### src/hw/rtl/etk_pkg.sv
// Package for the elite top-k insertion list.
// Holds the item structs, request codes, the list entry type and the default depth.
// No dependencies.
package etk_pkg;

	localparam int ELITE_DEPTH = 8;
	localparam int KEY_W = 32;
	localparam int ID_W = 6;

	localparam logic [1:0] REQ_OFFER = 2'd0;
	localparam logic [1:0] REQ_CLEAR = 2'd1;
	localparam logic [1:0] REQ_READ = 2'd2;

	typedef struct packed {
		logic [1:0] req_type;
		logic signed [KEY_W-1:0] cand_key;
		logic [ID_W-1:0] cand_id;
		logic [2:0] read_slot;
	} req_t;

	typedef struct packed {
		logic accepted;
		logic duplicate;
		logic [2:0] insert_pos;
		logic signed [KEY_W-1:0] best_key;
		logic [ID_W-1:0] best_id;
		logic best_valid;
		logic signed [KEY_W-1:0] slot_key;
		logic [ID_W-1:0] slot_id;
		logic slot_valid;
	} rsp_t;

	typedef struct packed {
		logic valid;
		logic signed [KEY_W-1:0] key;
		logic [ID_W-1:0] id;
	} entry_t;

	typedef struct packed {
		logic ins;
		logic clr;
	} cell_ctrl_t;

endpackage

### src/hw/rtl/etk_cell.sv
// One position of the sorted elite list.
// Compares the offered key with its own entry and takes either the candidate or
// its better neighbor's entry on insertion. Depends on etk_pkg.
module etk_cell (
	input logic clk,
	input logic arst_n,
	input etk_pkg::cell_ctrl_t ctrl,
	input logic signed [etk_pkg::KEY_W-1:0] cand_key,
	input logic [etk_pkg::ID_W-1:0] cand_id,
	input etk_pkg::entry_t left,
	input logic left_lt,
	output etk_pkg::entry_t entry,
	output etk_pkg::entry_t entry_nxt,
	output logic lt,
	output logic eq
);
	import etk_pkg::*;

	entry_t entry_q;
	entry_t entry_d;

	assign lt = !entry_q.valid || (cand_key < entry_q.key);
	assign eq = entry_q.valid && (cand_key == entry_q.key);

	always_comb begin
		entry_d = entry_q;
		if (ctrl.clr) begin
			entry_d = '0;
		end else if (ctrl.ins && lt) begin
			if (left_lt) begin
				entry_d = left;
			end else begin
				entry_d.valid = 1'b1;
				entry_d.key = cand_key;
				entry_d.id = cand_id;
			end
		end
	end

	always_ff @(posedge clk or negedge arst_n) begin
		if (!arst_n) begin
			entry_q <= '0;
		end else begin
			entry_q <= entry_d;
		end
	end

	assign entry = entry_q;
	assign entry_nxt = entry_d;

endmodule

### src/hw/rtl/elite_top_k_insert.sv
// Top level of the elite top-k insertion list.
// Builds a chain of etk_cell positions and a registered result stage. Depends on etk_pkg.
//
// The block keeps the DEPTH lowest keys offered so far, sorted, position 0 being best.
// Requests arrive on req (req_valid/req_ready), one result item per request leaves on
// rsp (rsp_valid/rsp_ready). An offer is compared against every position at once; each
// position either keeps its entry, takes the candidate, or takes its better neighbor's
// entry, so the worst entry drops off the end. An equal stored key rejects the offer as
// a duplicate. A clear empties every position; a read returns one position unchanged.
// Every result also carries the champion as it stands after the request.
// The result is registered: it is valid in the cycle after the request is taken.
// Throughput is one item per cycle while rsp_ready stays high; the cell chain updates at once.
// Reset empties the list and drops any pending result. While a result waits and the
// receiver holds rsp_ready low, req_ready is low and the list does not change.
module elite_top_k_insert #(
	parameter int DEPTH = etk_pkg::ELITE_DEPTH
) (
	input logic clk,
	input logic arst_n,
	input logic req_valid,
	output logic req_ready,
	input etk_pkg::req_t req,
	output logic rsp_valid,
	input logic rsp_ready,
	output etk_pkg::rsp_t rsp
);
	import etk_pkg::*;

	localparam int RD_N = (DEPTH < 8) ? DEPTH : 8;

	entry_t cell_q [DEPTH];
	entry_t cell_d [DEPTH];
	logic [DEPTH-1:0] lt;
	logic [DEPTH-1:0] eq;
	logic [DEPTH-1:0] valid_vec;
	logic [DEPTH-1:0] order_ok;
	cell_ctrl_t ctrl;
	logic take;
	logic dup;
	logic [2:0] pos;
	rsp_t rsp_d;
	rsp_t rsp_q;
	logic rsp_valid_q;

	assign req_ready = !rsp_valid_q || rsp_ready;
	assign take = req_valid && req_ready;
	assign dup = |eq;

	assign ctrl.clr = take && (req.req_type == REQ_CLEAR);
	assign ctrl.ins = take && (req.req_type == REQ_OFFER) && !dup && lt[DEPTH-1];

	for (genvar i = 0; i < DEPTH; i++) begin : g_cell
		if (i == 0) begin : g_head
			etk_cell u_cell (
				.clk(clk),
				.arst_n(arst_n),
				.ctrl(ctrl),
				.cand_key(req.cand_key),
				.cand_id(req.cand_id),
				.left('0),
				.left_lt(1'b0),
				.entry(cell_q[i]),
				.entry_nxt(cell_d[i]),
				.lt(lt[i]),
				.eq(eq[i])
			);
			assign order_ok[i] = 1'b1;
		end else begin : g_body
			etk_cell u_cell (
				.clk(clk),
				.arst_n(arst_n),
				.ctrl(ctrl),
				.cand_key(req.cand_key),
				.cand_id(req.cand_id),
				.left(cell_q[i-1]),
				.left_lt(lt[i-1]),
				.entry(cell_q[i]),
				.entry_nxt(cell_d[i]),
				.lt(lt[i]),
				.eq(eq[i])
			);
			assign order_ok[i] = !cell_q[i].valid || (cell_q[i-1].key < cell_q[i].key);
		end
		assign valid_vec[i] = cell_q[i].valid;
	end

	always_comb begin
		pos = '0;
		for (int i = 0; i < DEPTH; i++) begin
			if (lt[i] && ((i == 0) || !lt[(i == 0) ? 0 : i-1])) begin
				pos = pos | 3'(i);
			end
		end
	end

	always_comb begin
		rsp_d = '0;
		if (req.req_type == REQ_OFFER) begin
			rsp_d.accepted = ctrl.ins;
			rsp_d.duplicate = dup;
			rsp_d.insert_pos = ctrl.ins ? pos : 3'd0;
		end
		if (cell_d[0].valid) begin
			rsp_d.best_key = cell_d[0].key;
			rsp_d.best_id = cell_d[0].id;
			rsp_d.best_valid = 1'b1;
		end
		if (req.req_type == REQ_READ) begin
			for (int i = 0; i < RD_N; i++) begin
				if ((req.read_slot == 3'(i)) && cell_q[i].valid) begin
					rsp_d.slot_key = cell_q[i].key;
					rsp_d.slot_id = cell_q[i].id;
					rsp_d.slot_valid = 1'b1;
				end
			end
		end
	end

	always_ff @(posedge clk or negedge arst_n) begin
		if (!arst_n) begin
			rsp_valid_q <= 1'b0;
		end else if (take) begin
			rsp_valid_q <= 1'b1;
		end else if (rsp_ready) begin
			rsp_valid_q <= 1'b0;
		end
	end

	always_ff @(posedge clk) begin
		if (take) begin
			rsp_q <= rsp_d;
		end
	end

	assign rsp_valid = rsp_valid_q;
	assign rsp = rsp_q;

	// Entries stay packed at the front of the list and in strictly ascending order.
	a_packed: assert property (@(posedge clk) disable iff (!arst_n)
		(valid_vec & (valid_vec + 1'b1)) == '0)
		else $error("elite list has a gap");

	a_sorted: assert property (@(posedge clk) disable iff (!arst_n)
		&order_ok)
		else $error("elite list out of order");

	a_flags: assert property (@(posedge clk) disable iff (!arst_n)
		rsp_valid |-> !(rsp.accepted && rsp.duplicate))
		else $error("result both accepted and duplicate");

	a_clear: assert property (@(posedge clk) disable iff (!arst_n)
		ctrl.clr |=> (valid_vec == '0) && !rsp.best_valid)
		else $error("clear left entries behind");

endmodule
### config.mk
export PLATFORM = sky130hd
export DESIGN_NAME = elite_top_k_insert
export DESIGN_NICKNAME = d
export VERILOG_FILES = /design/src/hw/rtl/etk_pkg.sv /design/src/hw/rtl/etk_cell.sv /design/src/hw/rtl/elite_top_k_insert.sv
export SDC_FILE = /design/constraint.sdc
export NUM_CORES = 1
export LEC_CHECK = 0
export BUFFER_PORTS_ARGS = -buffer_cell sky130_fd_sc_hd__buf_4
export CORE_UTILIZATION = 50
export CTS_CLUSTER_DIAMETER = 150
export DETAILED_ROUTE_END_ITERATION = 6
export HOLD_SLACK_MARGIN = 0.05
export PLACE_DENSITY_LB_ADDON = 0.12
export SLEW_MARGIN = 10
export SYNTH_ARGS = -nofsm -noshare
export SYNTH_HDL_FRONTEND = slang
export SYNTH_SLANG_ARGS = --single-unit
### constraint.sdc
create_clock -name clk -period 4.2 [get_ports clk]
set_clock_uncertainty 0.15 [all_clocks]
set_input_delay 0.63 -clock clk [delete_from_list [all_inputs] [get_ports clk]]
set_output_delay 0.63 -clock clk [all_outputs]
set_load 0.05 [all_outputs]
# [Yosys cells after proc, flatten, opt, wreduce, memory -nomap -nowiden]
# Index checks and enable logic that the tools add are counted.
[word_totals] regBits=396 inputBits=47 output_inout_bits=85 word_cells=174
[op_classes] n_lt_le_gt_ge=8 n_eq_ne=17 n_mux=41 n_reduce_logical=74
[ops] op="39-bit 2-to-1 mux" n=31
[ops] op="32-bit equality test" n=8
[ops] op="32-bit < comparator" n=8
[ops] op="1-bit logical AND" n=36
[ops] op="1-bit logical NOT" n=17
[ops] op="2-bit nonzero test" n=8
[ops] op="3-bit equality test, second input constant" n=4
[ops] op="3-bit 2-to-1 mux" n=4
[ops] op="1-bit logical OR" n=9
[ops] op="8-bit OR reduction" n=1
[ops] op="3-bit by 2-bit equality test with 1-bit output, second input constant" n=2
[ops] op="1-bit 2-to-1 mux" n=4
[ops] op="2-bit 2-to-1 mux" n=2
[ops] op="3-bit by 1-bit equality test with 1-bit output, second input constant" n=1
[ops] op="3-bit logical NOT" n=1
[ops] op="2-bit by 1-bit equality test with 1-bit output, second input constant" n=1
[ops] op="2-bit equality test, second input constant" n=1
[ops] op="2-bit logical NOT" n=1
[ops] op="2-bit AND reduction" n=1

# [Logic depth before layout (Yosys ltp)]
[depth] word_depth=11 mapped_depth=14

# [Hierarchy]
# From an unflattened synthesis, not the netlist that was laid out.
[hier_totals] cells_unflattened=2953 hier_area_um2=30172.7
[modules_own_cells] module="etk_cell at g_cell[0].g_head.u_cell ..." instances=5 cells_per_inst=300 area_per_inst_um2=3052.9 seq_area_each_um2=975.9
[modules_own_cells] module="etk_cell at g_cell[5].g_body.u_cell ..." instances=3 cells_per_inst=312 area_per_inst_um2=3119.2 seq_area_each_um2=975.9
[modules_own_cells] module="elite_top_k_insert" instances=1 cells_per_inst=517 area_per_inst_um2=5550.3 seq_area_each_um2=2517.4

# [Worst setup path after synthesis]
# OpenSTA, ideal clock, no wires.
[synth_timing] kind="in2reg" start="input port rsp_ready" end="register rsp_q (netlist bit rsp[39]), data pin" arrival_ps=3960 required_time_ps=3791 path_slack_ps=-169 path_stages=8 path_buffers=2 path_cell_list="nand2b_1 > nand2_1 > inv_1 > nand3b_1 > o21ai_1 > buf_2 > buf_2 > inv_1"
[synth_lines] element="start: declaration" line="elite_top_k_insert.sv:24" text="input logic rsp_ready,"
[synth_lines] element="end signal: assignment" line="elite_top_k_insert.sv:131" text="rsp_q <= rsp_d;"
[synth_lines] element="end: declaration" line="elite_top_k_insert.sv:42" text="rsp_t rsp_q;"

# [Worst setup path in the final report]
[layout_timing] start="register g_cell[1].g_body.u_cell.entry_q (netlist bit g_cell[1].g_body.u_cell.entry[23])" end="register g_cell[2].g_body.u_cell.entry_q (netlist bit g_cell[2].g_body.u_cell.entry[8])"
[layout_via] elab_chain_len=8 elab_cells_between_ends=13
[layout_lines] element="start: declaration" line="etk_cell.sv:19" text="entry_t entry_q;"
[layout_lines] element="start signal: assignment" line="etk_cell.sv:44" text="entry_q <= entry_d;"
[layout_lines] element="branches (longest 8 deep; another with 32-bit < comparator)"
[layout_lines] element="end signal: assignment" line="etk_cell.sv:44"
[layout_lines] element="end: declaration" line="etk_cell.sv:19"
# Several ways; the timed one is not identified. The select of a mux whose other input is x is not followed.
# A chain may end at the register's enable or synchronous reset.

==> impl_metrics.toml <==
[layout]
fillers = 4461
layout-drive-gt1-share = 0.1470
final_area_sq_um = 31220
final_nets = 3160
area_growth_pct = 16.03

[clock_network]
cts_buffer_depth = 3
cts_hold_buf = 1
cts.sinks = 396
htreeDepth = 2
post_cts_buffers = 0
cts-root-buf = "clkbuf_16"
cts_buffers = 48
clk_pin_slew_ns = 0.06
clock_latency_ns = 0.61
cts_tree = "yes"
cts_resized = 0

[die]
io_pins = 132
die-area_sq_um = 54750
rows = 84
core_sq_um = 52870
die_y_um = 234.0
die_w_um = 234.0
initial_core_util = 0.5090

[outcome]
status = "finished with violations"
violations = "DRC"

[synth]
syn_inst = 2736
synth_top_area_cell = "dfrtp_1"
synth_ff_type = "dfrtp_1"
synth.avg_cell_area_sq_um = 9.835
synth_area_sq_um = 26910
async_reset_ff_frac = 0.7904
ys_ff_latch = 396
synth_cell_type_count = 68
synth_seq_area_share = 0.3837
syn-num-nets = 3039
ys_warn_count = 0
synthTopCellsByArea = "dfrtp_1 (29%), mux2i_1 (14%), ha_1 (12%)"
synth_edf_count = 83
yosysTopAreaCellShare = 0.2911

[drt]
viasPerCell = 6.508
num_vias = 23340
drtIter0Drc = 2268
antenna_left = 0
wl_um = 95290
drt_first_pass_iters = 7
post-route-drc-count = 16
wl_per_cell_um = 26.57

[timing]
fin_setup_tns_ns = 0
rsz0062_at_grt = "false"
drv_slew = 0
layout_min_cycle_time_ns = 3.804
setup_slack_ns = 0.3964
hold_viol_final = 0
relSlewSlack = 0.1346
setup_viol = 0
tightest_slew_ns = 1.288
fmax_ghz = 0.2629
fin_crit_sh = 0.9056

[setup_path]
r2r_end = "g_cell[2].g_body.u_cell.entry[8]"
required_ns = 4.54
cp-end-kind = "flop"
r2r_cells = 11
start_kind = "flop"
critPathMaxFanout = 17
cp.arrival_ns = 4.15
rrSetupSlack_ns = 0.40
reg2reg_from = "g_cell[1].g_body.u_cell.entry[23]"
critical_path_class = "flop to flop"

[place]
dp_hpwl_um = 64340
place.gp.congestion = 1.010
io_buffers = 131
place_area_sq_um = 29590
place_ws_ns = -0.003957

[flow_run]
maxCapViolations = 0

[grt]
grt_overflow = 0
antenna_found_initial = 3
grt_pass1_vias = 23400
grt_pass1_wl_um = 143800
grt_start_max_net_pins = 92
groute.usage.overall = 0.3489

[pwr]
clkPwrFrac = 0.268
intPower_mw = 9.975
p_comb_frac = 0.370
p_leak_nw = 13.27
p_per_area_nw_per_um2 = 521.5
p_sw_mw = 6.306
ir_worst_vdd_uv = 319.2
sequentialPowerShare = 0.363
netSwitchingFraction = 0.3873

[worst_hold_path]
hold_depth = 2
min_to = "rsp_valid"
hold_start = "req_valid"
min_path_type = "primary input to flop"
## state kept, by name, summed over array words and instances (netlist names)
signal and cells:
g_cell.g_body.u_cell.entry 273, rsp_valid 1, rsp 83, g_cell.g_head.u_cell.entry 39
## per-layer routing
metal | GRT usage | wire [um] | vias up
met2 | 0.5395 | 42640 | 1094
met4 | 0.1784 | 4883 | 2
met3 | 0.06359 | 7886 | 283
li1 | - | - | 10350
met1 | 0.4669 | 39870 | 11610
met5 | 0 | 15 | -
## stage by stage
stage / std cells / hold slack (ns) / total power [mW] / util
detailed placement: 3494 / 0.3500 / 11.86 / 0.5598
finish: 3586 / 0.08309 / 16.28 / 0.5906
global placement: 3494 / 0.3366 / 11.65 / 0.5598
floorplan: 2736 / 0.1844 / 9.653 / -
CTS: 3585 / 0.06464 / 16.24 / 0.5906
global route: 3585 / 0.08227 / 17.15 / 0.5906
## area by class of cell
cell class	instances	area, sq um	share of cell area
diodes	1	2.502	0.00008014
clock buffers	66	1370	0.04388
clock inverters	24	247.7	0.007934
inverters	270	1022	0.03274
multi-input cells	1848	14620	0.4683
flip-flops and latches	396	10320	0.3307
well taps	688	860.8	0.02757
repair buffers	293	2773	0.08880
## worst max-delay path by stage
| stage | startpoint | to | slack, ns | depth (start not counted) |
|---|---|---|---|---|
| after detailed placement | req[28] | g_cell[2].g_body.u_cell.entry[7] | -0.004 | 12 |
| after global routing | g_cell[3].g_body.u_cell.entry[37] | g_cell[6].g_body.u_cell.entry[32] | 0.20 | 13 |
| after global placement | req[28] | rsp[78] | 0.02 | 12 |
| final | g_cell[1].g_body.u_cell.entry[23] | g_cell[2].g_body.u_cell.entry[8] | 0.40 | 11 |
| after CTS | g_cell[3].g_body.u_cell.entry[37] | g_cell[4].g_body.u_cell.entry[11] | 0.43 | 11 |
| after floorplan | rsp_valid | g_cell[7].g_body.u_cell.entry[0] | 0.30 | 8 |
## logic make-up (layout without fill, tap and decap cells)
kind of cell,after synthesis,count (layout),synth area share
AND/OR/NAND/NOR,426,426,0.08202
buffers and inverters,492,653,0.07718
flip-flops,396,396,0.3837
multiplexers,388,388,0.1453
AO/OA/AOI/OAI,778,778,0.1928
other,0,1,0
adder cells (fa/ha/maj),256,256,0.1190
## critical path, stage by stage (launching register included)
cell and delay, ns:
dfrtp_1 0.41, inv_1 0.06, ha_1 0.28, a21o_1 0.17, a221o_1 0.37, a221oi_1 0.73
o21a_1 0.23, o211ai_1 0.14, mux2i_4 0.29, buf_4 0.40, mux2i_1 0.13, a211oi_1 0.30
## synthesized netlist by cell type, types with 13 or more instances
| cell | n |
|---|---|
| a21o_1 | 20 |
| buf_2 | 31 |
| a211oi_2 | 30 |
| mux2i_1 | 385 |
| o221ai_1 | 36 |
| nand3_1 | 77 |
| inv_1 | 269 |
| dfrtp_1 | 313 |
| a21oi_1 | 283 |
| nand2_1 | 174 |
| o21ai_0 | 96 |
| edfxtp_1 | 83 |
| a22oi_1 | 78 |
| a221o_1 | 39 |
| ha_1 | 256 |
| nand3b_1 | 38 |
| nor3_1 | 13 |
| a211oi_1 | 89 |
| buf_4 | 32 |
| nand4_1 | 47 |
| clkbuf_1 | 145 |
| a31oi_1 | 41 |
## cells in the final DEF (no fill, tap or decap), types with 38 or more instances in the layout
master	count
a21oi_1	283
a31oi_1	41
mux2i_1	383
nand2_1	174
nand3_1	75
o21ai_0	96
a22oi_1	78
dfrtp_1	313
nand4_1	47
a221o_1	39
clkbuf_16	49
buf_4	246
ha_1	256
inv_1	268
edfxtp_1	83
nand3b_1	38
buf_12	45
a211oi_1	89
## power groups by stage
stage | registers (mW) | logic [mW] | clock network, mW
after floorplan | 5.75 | 3.90 | 0
after global placement | 5.89 | 5.75 | 0
after detailed placement | 5.93 | 5.93 | 0
after CTS | 5.87 | 5.97 | 4.40
after global routing | 6.02 | 6.60 | 4.52
final | 5.91 | 6.02 | 4.36
No activity file was read; power rests on OpenSTA's default activity.
